--- src/rtl/assert_macros.svh ---
// ----------------------------------------------------------------------------
// assert_macros.svh
// Assertion helpers shared by the scanner RTL; empty when synthesizing
// ----------------------------------------------------------------------------
`ifndef ASSERT_MACROS_SVH
`define ASSERT_MACROS_SVH

`ifndef SYNTHESIS
// property checked every cycle outside reset
`define AST_HOLDS(name, clk, rst_n, prop, msg) \
	name: assert property (@(posedge clk) disable iff (!rst_n) (prop)) else $error(msg);
// condition this cycle implies a consequence on the next cycle
`define AST_NEXT(name, clk, rst_n, ante, cons, msg) \
	name: assert property (@(posedge clk) disable iff (!rst_n) (ante) |=> (cons)) \
		else $error(msg);
`else
`define AST_HOLDS(name, clk, rst_n, prop, msg)
`define AST_NEXT(name, clk, rst_n, ante, cons, msg)
`endif

`endif

--- src/rtl/wbps_pkg.sv ---
`timescale 1ns / 1ps
// ----------------------------------------------------------------------------
// wbps_pkg
// Shared constants and types of the wildcard byte pattern scanner
// ----------------------------------------------------------------------------
package wbps_pkg;

	// parameter defaults
	localparam int MAX_PATTERN_DEF = 16;
	localparam int OFFSET_BITS_DEF = 32;

	// configuration port geometry
	localparam int CFG_IDX_W  = 3;
	localparam int CFG_DATA_W = 64;
	localparam int CFG_LEN_W  = 5;

	// register indexes
	localparam logic [CFG_IDX_W-1:0] CFG_PAT_LOW  = 3'd0;
	localparam logic [CFG_IDX_W-1:0] CFG_PAT_HIGH = 3'd1;
	localparam logic [CFG_IDX_W-1:0] CFG_WILD     = 3'd2;
	localparam logic [CFG_IDX_W-1:0] CFG_LENGTH   = 3'd3;
	localparam logic [CFG_IDX_W-1:0] CFG_CURSOR   = 3'd4;
	localparam logic [CFG_IDX_W-1:0] CFG_FIND_ALL = 3'd5;

	// per-cycle control handed to every window cell
	typedef struct packed {
		logic shift;
		logic clear;
	} cell_ctl_t;

	// pattern byte that one cell compares against
	typedef struct packed {
		logic       active;
		logic       wild;
		logic [7:0] data;
	} cell_pat_t;

endpackage

--- src/rtl/wbps_cell.sv ---
`timescale 1ns / 1ps
// ----------------------------------------------------------------------------
// wbps_cell
// One window cell: holds an earlier image byte, passes it on, compares it
// ----------------------------------------------------------------------------
module wbps_cell (
	input  logic                clk,
	input  logic                arst_n,
	input  wbps_pkg::cell_ctl_t ctl,
	input  logic [7:0]          din,
	input  wbps_pkg::cell_pat_t pat,
	output logic [7:0]          dout,
	output logic                ok
);
	import wbps_pkg::*;

	logic [7:0] data_q;

	// shift in from the neighbor, clear at end of image
	always_ff @(posedge clk or negedge arst_n) begin
		if (!arst_n) begin
			data_q <= 8'h00;
		end else if (ctl.clear) begin
			data_q <= 8'h00;
		end else if (ctl.shift) begin
			data_q <= din;
		end
	end

	assign dout = data_q;

	// unused cells and wildcards always agree
	assign ok = !pat.active || pat.wild || (pat.data == data_q);

endmodule

--- src/rtl/wildcard_byte_pattern_scan.sv ---
`timescale 1ns / 1ps
// ----------------------------------------------------------------------------
// wildcard_byte_pattern_scan
// Streaming scan of a memory image for a wildcard byte pattern
// ----------------------------------------------------------------------------
// Takes one image byte per cycle on the slave side and keeps the previous
// MAX_PATTERN-1 bytes in a row of shifting compare cells; the current byte and
// all cells are checked against the pattern in the cycle the byte is taken, so
// the scanner sustains one byte per clock unless the output stalls, and a
// result word appears on the master side in the cycle after the byte that caused
// it. A result word goes out only for a reported match or for the last byte of
// an image (tlast), and tuser marks whether tdata holds a match offset (start
// plus cursor offset); the single output register stalls input only while a
// result waits and m_tready is low. Configuration writes must be made while no
// image is in flight; the image state clears itself after each last byte.
`include "assert_macros.svh"

module wildcard_byte_pattern_scan #(
	parameter int MAX_PATTERN = wbps_pkg::MAX_PATTERN_DEF,
	parameter int OFFSET_BITS = wbps_pkg::OFFSET_BITS_DEF
) (
	input  logic                            clk,
	input  logic                            arst_n,
	// configuration write port
	input  logic                            cfg_wr_en,
	input  logic [wbps_pkg::CFG_IDX_W-1:0]  cfg_index,
	input  logic [wbps_pkg::CFG_DATA_W-1:0] cfg_wdata,
	// image bytes
	input  logic                            s_tvalid,
	output logic                            s_tready,
	input  logic [7:0]                      s_tdata,   // data_byte
	input  logic                            s_tlast,   // end_of_image
	// results
	output logic                            m_tvalid,
	input  logic                            m_tready,
	output logic [31:0]                     m_tdata,   // match_offset
	output logic                            m_tuser,   // match_valid
	output logic                            m_tlast    // scan_done
);
	import wbps_pkg::*;

	localparam int NCELL  = MAX_PATTERN - 1;
	localparam int CELL_W = (NCELL > 0) ? NCELL : 1;
	localparam int LEN_W  = $clog2(MAX_PATTERN + 1);
	localparam int IDX_W  = (MAX_PATTERN > 1) ? $clog2(MAX_PATTERN) : 1;
	localparam int CMP_W  = (LEN_W > CFG_LEN_W) ? LEN_W : CFG_LEN_W;
	localparam logic [CMP_W-1:0] MAXP = CMP_W'(MAX_PATTERN);

	// configuration registers
	logic [63:0]          pat_low_q;
	logic [63:0]          pat_high_q;
	logic [15:0]          wild_q;
	logic [CFG_LEN_W-1:0] length_q;
	logic [CFG_LEN_W-1:0] cursor_q;
	logic                 find_all_q;

	// image state
	logic [OFFSET_BITS-1:0] pos_q;
	logic                   first_found_q;

	// output register
	logic        m_tvalid_q;
	logic [31:0] m_tdata_q;
	logic        m_tuser_q;
	logic        m_tlast_q;

	logic                   s_acc;
	logic [7:0]             pat_byte [MAX_PATTERN];
	logic                   pat_wild [MAX_PATTERN];
	logic [CMP_W-1:0]       len_raw;
	logic [LEN_W-1:0]       len_eff;
	logic [LEN_W-1:0]       len_m1;
	logic                   len_zero;
	logic                   fits;
	logic                   cur_ok;
	logic [CELL_W-1:0]      cell_ok;
	logic                   hit;
	logic                   report;
	logic                   produce;
	logic [OFFSET_BITS-1:0] delta;
	logic [OFFSET_BITS-1:0] offset;
	logic [OFFSET_BITS+31:0] offset_ext;
	cell_ctl_t              ctl;

	// configuration writes
	always_ff @(posedge clk or negedge arst_n) begin
		if (!arst_n) begin
			pat_low_q  <= '0;
			pat_high_q <= '0;
			wild_q     <= '0;
			length_q   <= CFG_LEN_W'(1);
			cursor_q   <= '0;
			find_all_q <= 1'b0;
		end else if (cfg_wr_en) begin
			case (cfg_index)
				CFG_PAT_LOW:  pat_low_q  <= cfg_wdata;
				CFG_PAT_HIGH: pat_high_q <= cfg_wdata;
				CFG_WILD:     wild_q     <= cfg_wdata[15:0];
				CFG_LENGTH:   length_q   <= cfg_wdata[CFG_LEN_W-1:0];
				CFG_CURSOR:   cursor_q   <= cfg_wdata[CFG_LEN_W-1:0];
				CFG_FIND_ALL: find_all_q <= cfg_wdata[0];
				default: ;
			endcase
		end
	end

	// pattern bytes as an array; bytes past the sixteenth are zero, never wild
	for (genvar k = 0; k < MAX_PATTERN; k++) begin : g_pat
		if (k < 8) begin : g_low
			assign pat_byte[k] = pat_low_q[8*k +: 8];
			assign pat_wild[k] = wild_q[k];
		end else if (k < 16) begin : g_high
			assign pat_byte[k] = pat_high_q[8*(k-8) +: 8];
			assign pat_wild[k] = wild_q[k];
		end else begin : g_none
			assign pat_byte[k] = 8'h00;
			assign pat_wild[k] = 1'b0;
		end
	end

	// effective length, capped at the cell count plus one
	assign len_raw  = CMP_W'(length_q);
	assign len_eff  = LEN_W'((len_raw > MAXP) ? MAXP : len_raw);
	assign len_zero = (len_eff == '0);
	assign len_m1   = len_eff - LEN_W'(1);

	assign s_tready = !m_tvalid_q || m_tready;
	assign s_acc    = s_tvalid && s_tready;
	assign ctl.shift = s_acc;
	assign ctl.clear = s_acc && s_tlast;

	// newest byte against the last pattern byte
	assign cur_ok = pat_wild[len_m1[IDX_W-1:0]] || (pat_byte[len_m1[IDX_W-1:0]] == s_tdata);

	// row of window cells, cell 0 holds the newest earlier byte
	if (NCELL > 0) begin : g_row
		logic [7:0] link [NCELL+1];
		assign link[0] = s_tdata;
		for (genvar j = 0; j < NCELL; j++) begin : g_cell
			localparam logic [LEN_W:0] J2 = (LEN_W+1)'(j + 2);
			logic [LEN_W:0] diff;
			cell_pat_t      cp;
			assign diff      = {1'b0, len_eff} - J2;
			assign cp.active = ({1'b0, len_eff} >= J2);
			assign cp.wild   = pat_wild[diff[IDX_W-1:0]];
			assign cp.data   = pat_byte[diff[IDX_W-1:0]];
			wbps_cell u_cell (
				.clk    (clk),
				.arst_n (arst_n),
				.ctl    (ctl),
				.din    (link[j]),
				.pat    (cp),
				.dout   (link[j+1]),
				.ok     (cell_ok[j])
			);
		end
	end else begin : g_no_row
		assign cell_ok = 1'b1;
	end

	// match decision and offset
	assign fits   = pos_q >= OFFSET_BITS'(len_m1);
	assign hit    = len_zero || (fits && cur_ok && (&cell_ok));
	assign report = hit && (find_all_q || !first_found_q);
	assign produce = report || s_tlast;
	assign delta  = OFFSET_BITS'(cursor_q) - (len_zero ? '0 : OFFSET_BITS'(len_m1));
	assign offset = pos_q + delta;
	assign offset_ext = {32'h0, offset};

	// position count and first-match flag
	always_ff @(posedge clk or negedge arst_n) begin
		if (!arst_n) begin
			pos_q         <= '0;
			first_found_q <= 1'b0;
		end else if (s_acc) begin
			if (s_tlast) begin
				pos_q         <= '0;
				first_found_q <= 1'b0;
			end else begin
				pos_q <= pos_q + OFFSET_BITS'(1);
				if (report && !find_all_q) begin
					first_found_q <= 1'b1;
				end
			end
		end
	end

	// result word register
	always_ff @(posedge clk or negedge arst_n) begin
		if (!arst_n) begin
			m_tvalid_q <= 1'b0;
		end else if (s_acc) begin
			m_tvalid_q <= produce;
		end else if (m_tready) begin
			m_tvalid_q <= 1'b0;
		end
	end

	always_ff @(posedge clk) begin
		if (s_acc && produce) begin
			m_tdata_q <= report ? offset_ext[31:0] : 32'h0;
			m_tuser_q <= report;
			m_tlast_q <= s_tlast;
		end
	end

	assign m_tvalid = m_tvalid_q;
	assign m_tdata  = m_tdata_q;
	assign m_tuser  = m_tuser_q;
	assign m_tlast  = m_tlast_q;

	// checks
	`AST_NEXT(a_pos_clear, clk, arst_n, s_acc && s_tlast, pos_q == '0, "position not cleared after last byte")
	`AST_NEXT(a_first_set, clk, arst_n, s_acc && !s_tlast && report && !find_all_q, first_found_q, "first match not recorded")
	`AST_HOLDS(a_word_kind, clk, arst_n, !m_tvalid || m_tuser || m_tlast, "result word with neither match nor done")
	`AST_HOLDS(a_nomatch_zero, clk, arst_n, !m_tvalid || m_tuser || (m_tdata == 32'h0), "done word carries nonzero offset")

endmodule
--- config.mk ---
export PLATFORM = sky130hd
export DESIGN_NAME = wildcard_byte_pattern_scan
export DESIGN_NICKNAME = d
export VERILOG_FILES = /design/src/rtl/wbps_pkg.sv /design/src/rtl/wbps_cell.sv /design/src/rtl/wildcard_byte_pattern_scan.sv
export VERILOG_INCLUDE_DIRS = /design/src /design/src/rtl
export SDC_FILE = /design/constraint.sdc
export NUM_CORES = 1
export LEC_CHECK = 0
export CAP_MARGIN = 15
export CORE_AREA = 3 3 257 259
export DETAILED_ROUTE_END_ITERATION = 7
export DIE_AREA = 0 0 260 262
export DONT_BUFFER_PORTS = 1
export PLACE_DENSITY = 0.65
export SETUP_SLACK_MARGIN = 0.5
export SLEW_MARGIN = 20
export SYNTH_ARGS = -nofsm -noshare
export SYNTH_HDL_FRONTEND = slang
export SYNTH_SLANG_ARGS = --single-unit
--- constraint.sdc ---
create_clock -name clk -period 7.3 [get_ports clk]
set_clock_uncertainty 0.15 [all_clocks]
set_input_delay 1.825 -clock clk [delete_from_list [all_inputs] [get_ports clk]]
set_output_delay 1.825 -clock clk [all_outputs]
set_load 0.01 [all_outputs]
==> reports/metrics.cfg, run 1 <==
[power]
p_comb_share_pct=55.3
power_switching_mw=5.38
p_int_mw=5.67
p_per_area_nw_per_um2=360
switching_share_pct=48.7
leakage_nw=12.8
peakVddDrop_v=0.000209
p_clk_share_pct=19.8
sequentialPowerShare_pct=24.9

[clocking]
postCtsHoldBufs=0
clk_latency_ps=620
path_clk_slew_ps=70
cts.path.max_buffers=3
root_buffer=clkbuf_16
cts_tree=yes
postCtsSetupRepairBufs=0
clkSinkCount=343
numCtsBuffers=41
cts_max_level=2
cts_resized=0

[synth]
yosysMostFrequentCell=nand2_1
ys_top_cells_by_area=dfrtp_1 27%, mux2_2 6.2%, mux2i_1 5.9%
synth_warnings=0
async_flop_share_pct=90.1
netlist_instances=3245
synth_top_cell_by_area=dfrtp_1
synth_area_um2=28600
synth_area_per_cell_um2=8.83
ys_seq_area_share_pct=30.6
synth_flop_cell=dfrtp_1
ys_ff_latch=343
synth_commonest_cells=416 x nand2_1, 308 x dfrtp_1, 169 x mux2i_1, 158 x mux2_2, 151 x o21ai_0
synth_edf_count=34
synth_nets=3375
ys_types=102
synth_top_area_share_pct=26.9

[global_route]
grt.overflow.total=0
grt_use_total_pct=35.2
antenna_found_initial=5
grt_pass1_vias=24200
grt_first_pass_wirelength_um=175000
grt_max_degree=310

[floorplanning]
core-area_um2=64100
start_util_pct=44.7
die-area_um2=68100
die_y_um=262
core.rowCount=93
ioPinCount=117
die_w_um=260

[timing]
finalHoldViolCount=0
clock.fmax_ghz=0.159
tns_ps=0
max_slew_margin_pct=25.1
worst_pin_slew_ps=1120
report.final.slew_viol_count=0
period_minus_slack_ps=6280
setup_viol=0
fin_ws_ps=1020
rsz0062_at_grt=no
finalCritPeriodShare_pct=86.0

[cells_and_area]
regArea_um2=8760
nets=3217
fillers=6184
drive_gt1_share_pct=13.7
areaGrowthSynthToFinish_pct=7.13
multi_input_area_um2=18500

[setup_path]
slowest_stage=dfstp_2
r2r_end=m_tdata[30]$_SDFFCE_PN0P_
crit_top_cell=a21o_1
path_max_fanout=45
worstSetupPathType=flip-flop to flip-flop
worstPathRequired_ps=7480
r2r_slack_ps=1020
arrival_ps=6450
r2r_cells=21
critPathLaunchType=flip-flop
crit_path_end_kind=flip-flop
r2r-start=len_raw[0]$_DFFE_PN1P_
worstSetupStartpoint=len_raw[0]$_DFFE_PN1P_
critPathMaxStageDelay_ps=1110
worstPathCellList=nor2_1 > nand3_2 > nand2_1 > ha_1 > a21o_1 > a21o_1 > a21o_1 > a21oi_2 > buf_4 > ha_1 > o21ai_0 > a21boi_0 > nor2_1 > o41ai_1 > a31oi_1 > o211ai_1 > o311a_1 > a211oi_1 > o21bai_1 > xnor2_1 > a211oi_2

[outcome]
status=complete, no violations

[detailed_routing]
wl_um=123000
route.detailed.drc=0
ant_nets=0
firstDrtPassIters=6
avgViaCountPerCell=6.74
drt_iter0_drc=4065
wl_per_cell_um=30.9
vias=26800

[min_path]
whs_path_depth=2
hp-start=g_row.g_cell[14].u_cell.dout[6]$_DFFE_PN0P_
holdCritPathClass=flip-flop to flip-flop
min_to=g_row.g_cell[14].u_cell.dout[6]$_DFFE_PN0P_

[run]
max_cap_viol_count=0

[placed_design]
place_congestion=1.07
dpl_worst_slack_ps=1100
io_buffers=0
dp_hpwl_um=92700

[worst max-delay path by stage]
stage,to,slack (ps),cells past startpoint
after floorplan,m_tdata[24]$_SDFFCE_PN0P_,580,27
after global placement,m_tdata[30]$_SDFFCE_PN0P_,1120,21
after detailed placement,m_tdata[30]$_SDFFCE_PN0P_,1100,21
after CTS,m_tdata[30]$_SDFFCE_PN0P_,1090,21
after global routing,m_tdata[30]$_SDFFCE_PN0P_,560,21
final,m_tdata[30]$_SDFFCE_PN0P_,1020,21
[power groups by stage]
stage	Combinational [mW]	Sequential [mW]	Clock (mW)
after global routing	6.42	2.75	2.30
after detailed placement	5.87	2.74	0
after floorplan	4.17	2.43	0
after global placement	5.90	2.74	0
final	6.11	2.75	2.19
after CTS	5.90	2.70	2.23
[kinds of logic after synthesis]
group | count (synthesis) | share of synthesized area, %
DFF | 343 | 30.6
and+or+nand+nor | 1009 | 17.6
xor gates and xnor gates | 243 | 7.46
muxes | 365 | 14.9
AOI/OAI and AO/OA | 880 | 21.9
buffers and inverters | 355 | 5.34
adders and majority gates | 50 | 2.23
[area by class of cell]
cell class	instances	share of cell area, %
Multi-Input combinational cell	2547	60.3
Timing Repair Buffer	72	2.01
Antenna cell	5	0.0408
Clock inverter	21	0.840
Inverter	82	1.00
Tap cell	855	3.49
Clock buffer	54	3.80
Sequential cell	343	28.6
[through the flow]
stage / power (mW) / instances / cell area (um^2) / hold slack, ps / util (%)
after detailed placement: 8.61 / 3899 / 29200 / 331 / 45.6
after global placement: 8.64 / 3899 / 29200 / 323 / 45.6
after floorplan: 6.60 / 3245 / 28600 / 309 / -
after global routing: 11.5 / 3975 / 30700 / 368 / 47.8
final: 11.1 / 3979 / 30700 / 351 / 47.9
after CTS: 10.8 / 3974 / 30700 / 346 / 47.8
[critical path: cells and delay by family (launching register included)]
kind / cells / cell delay [ps]
xor gates and xnor gates: 1 / 150
and+or+nand+nor: 4 / 950
DFF: 1 / 1110
AOI/OAI and AO/OA: 13 / 2770
adders and majority gates: 2 / 540
buffers and inverters: 1 / 300
[sequential cells by signal (all words and copies together), names as in the netlist, 5 cells and up]
register and flops:
pat_high_q 64, len_raw 5, g_row.g_cell.u_cell.dout 120, cursor_q 5, pos_q 32, wild_q 16
pat_low_q 64, m_tdata 32
[metal layers]
| layer | track usage (%) | share of wire (%) | vias to the layer above |
|---|---|---|---|
| li1 | - | - | 11800 |
| met1 | 47.2 | 40 | 13100 |
| met2 | 51.1 | 41 | 1630 |
| met3 | 8.46 | 11 | 345 |
| met4 | 21.4 | 7.3 | 0 |
| met5 | 0 | 0 | - |
[layout by cell type (no fill, tap or decap), types with 30 or more instances in the layout]
cell	n
a211oi_1	42
nand3_1	50
mux4_2	30
xnor2_1	132
nand2_1	415
o22ai_1	103
nor2_1	147
nand3b_1	110
dfrtp_1	306
o21ai_0	151
nand4_1	41
mux2_2	158
nor3_1	48
a21oi_1	119
a31oi_1	35
ha_1	47
clkbuf_16	43
edfxtp_1	34
mux2i_1	167
buf_4	66
xor2_1	110
a21o_1	34
inv_1	76
o211ai_1	34
a22oi_1	45
No activity file was read; power rests on OpenSTA's default activity.
==> run 2: changes to the inputs <==
--- a/config.mk
+++ b/config.mk
@@ -7,13 +7,14 @@
 export NUM_CORES = 1
 export LEC_CHECK = 0
 export CAP_MARGIN = 15
-export CORE_AREA = 3 3 257 259
+export CORE_AREA = 3 3 239 241
 export DETAILED_ROUTE_END_ITERATION = 7
-export DIE_AREA = 0 0 260 262
+export DIE_AREA = 0 0 242 244
 export DONT_BUFFER_PORTS = 1
 export PLACE_DENSITY = 0.65
 export SETUP_SLACK_MARGIN = 0.5
 export SLEW_MARGIN = 20
 export SYNTH_ARGS = -nofsm -noshare
 export SYNTH_HDL_FRONTEND = slang
+export SYNTH_HIERARCHICAL = 1
 export SYNTH_SLANG_ARGS = --single-unit
==> reports/metrics.cfg, run 2 <==
[synth]
yosysMostFrequentCell=mux2i_1  ; was nand2_1
ys_ff_latch=343  ; unchanged
synth_edf_count=34  ; unchanged
netlist_instances=2281  ; was 3245
synth_warnings=6  ; was 0
synth_nets=2409  ; was 3375
synth_top_cell_by_area=dfrtp_1  ; unchanged
ys_top_cells_by_area=dfrtp_1 31%, mux2i_1 15%, mux4_2 10%  ; was dfrtp_1 27%, mux2_2 6.2%, mux2i_1 5.9%
synth_commonest_cells=364 x mux2i_1, 308 x dfrtp_1, 223 x nor2_1, 165 x mux2_2, 153 x xnor2_1  ; was 416 x nand2_1, 308 x dfrtp_1, 169 x mux2i_1, 158 x mux2_2, 151 x o21ai_0
ys_seq_area_share_pct=35.5  ; was 30.6%
synth_top_area_share_pct=31.2  ; was 26.9%
synth_area_per_cell_um2=10.8  ; was 8.83 um^2
synth_area_um2=24700  ; was 28600 um^2
ys_types=86  ; was 102
synth_flop_cell=dfrtp_1  ; unchanged
async_flop_share_pct=90.1  ; unchanged

[placed_design]
dp_hpwl_um=61500  ; was 92700 um
placed_cell_area_um2=25300  ; was 29200 um^2
io_buffers=0  ; unchanged
place_congestion=1.02  ; was 1.07

[global_route]
grt.overflow.total=0  ; unchanged
grt_max_degree=310  ; unchanged
grt_pass1_vias=18200  ; was 24200
grt_first_pass_wirelength_um=120000  ; was 175000 um
grt_use_total_pct=26.7  ; was 35.2%
antenna_found_initial=1  ; was 5

[detailed_routing]
vias=19000  ; was 26800
ant_nets=0  ; unchanged
firstDrtPassIters=6  ; unchanged
avgViaCountPerCell=6.34  ; was 6.74
wl_met2_um=36100  ; was 50900 um
route.detailed.drc=0  ; unchanged
highest_layer=met4  ; unchanged
wl_met1_um=34500  ; was 49300 um
wl_per_cell_um=27.0  ; was 30.9 um
drt_iter0_drc=2188  ; was 4065
met3_length_um=7020  ; was 13600 um
wl_um=80800  ; was 123000 um

[floorplanning]
core.rowCount=86  ; was 93
core-area_um2=55100  ; was 64100 um^2
die_y_um=244  ; was 262 um
die_w_um=242  ; was 260 um
ioPinCount=117  ; unchanged
start_util_pct=44.8  ; was 44.7%
die-area_um2=59000  ; was 68100 um^2

[timing]
rsz0062_at_grt=no  ; unchanged
worst_pin_slew_ps=976  ; was 1120 ps
tns_ps=0  ; unchanged
setup_viol=0  ; unchanged
finalHoldViolCount=0  ; unchanged
report.final.slew_viol_count=0  ; unchanged
max_slew_margin_pct=34.9  ; was 25.1%
clock.fmax_ghz=0.155  ; was 0.159 GHz
finalCritPeriodShare_pct=88.6  ; was 86.0%
period_minus_slack_ps=6470  ; was 6280 ps

[clocking]
cts_max_level=2  ; unchanged
postCtsSetupRepairBufs=0  ; unchanged
clkSinkCount=343  ; unchanged
cts_resized=0  ; unchanged
root_buffer=clkbuf_16  ; unchanged
clk_latency_ps=580  ; was 620 ps
postCtsHoldBufs=0  ; unchanged
numCtsBuffers=41  ; unchanged
cts.path.max_buffers=3  ; unchanged
path_clk_slew_ps=60  ; was 70 ps
cts_tree=yes  ; unchanged

[setup_path]
critPathBufInv=3  ; was 1
critPathLaunchType=flip-flop  ; unchanged
critPathMaxStageDelay_ps=780  ; was 1110 ps
crit_path_end_kind=flip-flop  ; unchanged
worstPathRequired_ps=7410  ; was 7480 ps
arrival_ps=6580  ; was 6450 ps
worstPathCellList=xor2_2 > nand2_2 > inv_2 > buf_6 > mux4_2 > mux2i_1 > mux2i_1 > xnor2_1 > nand4_1 > o21ai_1 > nand4_1 > nor4_1 > o31ai_1 > nor3_1 > nand3b_4 > and3_1 > nor2_4 > buf_12  ; was nor2_1 > nand3_2 > nand2_1 > ha_1 > a21o_1 > a21o_1 > a21o_1 > a21oi_2 > buf_4 > ha_1 > o21ai_0 > a21boi_0 > nor2_1 > o41ai_1 > a31oi_1 > o211ai_1 > o311a_1 > a211oi_1 > o21bai_1 > xnor2_1 > a211oi_2
worstSetupPathType=flip-flop to flip-flop  ; unchanged
cp.depth=18  ; was 21
r2r_cells=18  ; was 21
crit_family=simple AND/OR/NAND/NOR gates  ; was compound AO/OA/AOI/OAI gates
slowest_stage=dfstp_2  ; unchanged
path_max_fanout=45  ; unchanged

[run]
max_cap_viol_count=0  ; unchanged

[power]
fin_total_pwr_mw=9.80  ; was 11.1 mW
leakage_nw=11.2  ; was 12.8 nW
peakVddDrop_v=0.000244  ; was 0.000209 V
p_per_area_nw_per_um2=368  ; was 360 nW/um^2

[cells_and_area]
areaGrowthSynthToFinish_pct=7.99  ; was 7.13%
nets=2343  ; was 3217
final_area_um2=26600  ; was 30700 um^2
fin_util_pct=48.4  ; was 47.9%
regArea_um2=8760  ; about the same
multi_input_area_um2=15100  ; was 18500 um^2
largest_register_ffs=120  ; unchanged
mostFrequentLayoutCell=mux2i_1  ; was nand2_1
fillers=5073  ; was 6184
final_cell_mix=364 x mux2i_1, 307 x dfrtp_1, 216 x nor2_1  ; was 415 x nand2_1, 306 x dfrtp_1, 167 x mux2i_1
drive_gt1_share_pct=18.9  ; was 13.7%

[outcome]
status=complete, no violations  ; unchanged

[min_path]
whs_path_depth=2  ; unchanged
holdCritPathClass=flip-flop to flip-flop  ; unchanged

==> run 2: worst paths after layout <==
| path | from | end | slack (ps) |
|---|---|---|---|
| hold / removal | first_found_q$_DFFE_PN0P_ | first_found_q$_DFFE_PN0P_ | 360 |
| min in group asynchronous | arst_n | pat_low_q[28]$_DFFE_PN0P_ | 810 |
| max in group asynchronous | arst_n | pos_q[7]$_DFFE_PN0P_ | 5680 |
| setup / recovery | len_raw[0]$_DFFE_PN1P_ | m_tdata[27]$_SDFFCE_PN0P_ | 830 |
| hold reg to reg | first_found_q$_DFFE_PN0P_ | first_found_q$_DFFE_PN0P_ | 360 |
| setup reg to reg | len_raw[0]$_DFFE_PN1P_ | m_tdata[27]$_SDFFCE_PN0P_ | 830 |
==> run 2: tightest hold or removal path, delay by kind of cell (launching register included) <==
kind            cells  cell delay [ps]
flops               1              330
compound gates      2              150
==> run 2: layout make-up <==
type	instances	area share (%)
Sequential cell	343	32.9
Clock buffer	60	4.34
Tap cell	748	3.51
Clock inverter	12	0.545
Multi-Input combinational cell	1755	56.8
Antenna cell	2	0.0188
Inverter	34	0.517
Timing Repair Buffer	40	1.38
==> run 2: cell families (layout without fill, tap and decap cells) <==
| logic type | Yosys count | after routing | synth area share (%) |
|---|---|---|---|
| and+or+nand+nor | 561 | 561 | 10.7 |
| DFF | 343 | 343 | 35.5 |
| adders and majority gates | 47 | 47 | 2.44 |
| muxes | 645 | 645 | 32.8 |
| xor gates and xnor gates | 192 | 192 | 6.85 |
| AOI/OAI and AO/OA | 310 | 310 | 8.32 |
| other | 0 | 2 | 0 |
| buffers and inverters | 183 | 146 | 3.43 |
==> run 2: power by group <==
part | internal (mW) | leakage (nW) | switching, mW
registers | 2.20 | 4.31 | 0.433
clock network | 1.17 | 0.631 | 0.821
logic | 2.20 | 6.30 | 2.97
total | 5.58 | 11.2 | 4.23
==> run 2: per-stage QoR <==
| step | cells | hold WS [ps] | worst slack [ps] |
|---|---|---|---|
| global placement | 2920 | 347 | 1040 |
| CTS | 2992 | 372 | 857 |
| global route | 2994 | 402 | 613 |
| finish | 2994 | 365 | 831 |
| detailed placement | 2920 | 359 | 908 |
| floorplan | 2281 | 320 | 775 |
==> run 2: routing by layer <==
layer | up-vias | track usage (%)
met4 | 0 | 9.05
met2 | 935 | 41.2
met3 | 167 | 5.77
met5 | - | 0
met1 | 9592 | 37.5
li1 | 8302 | -
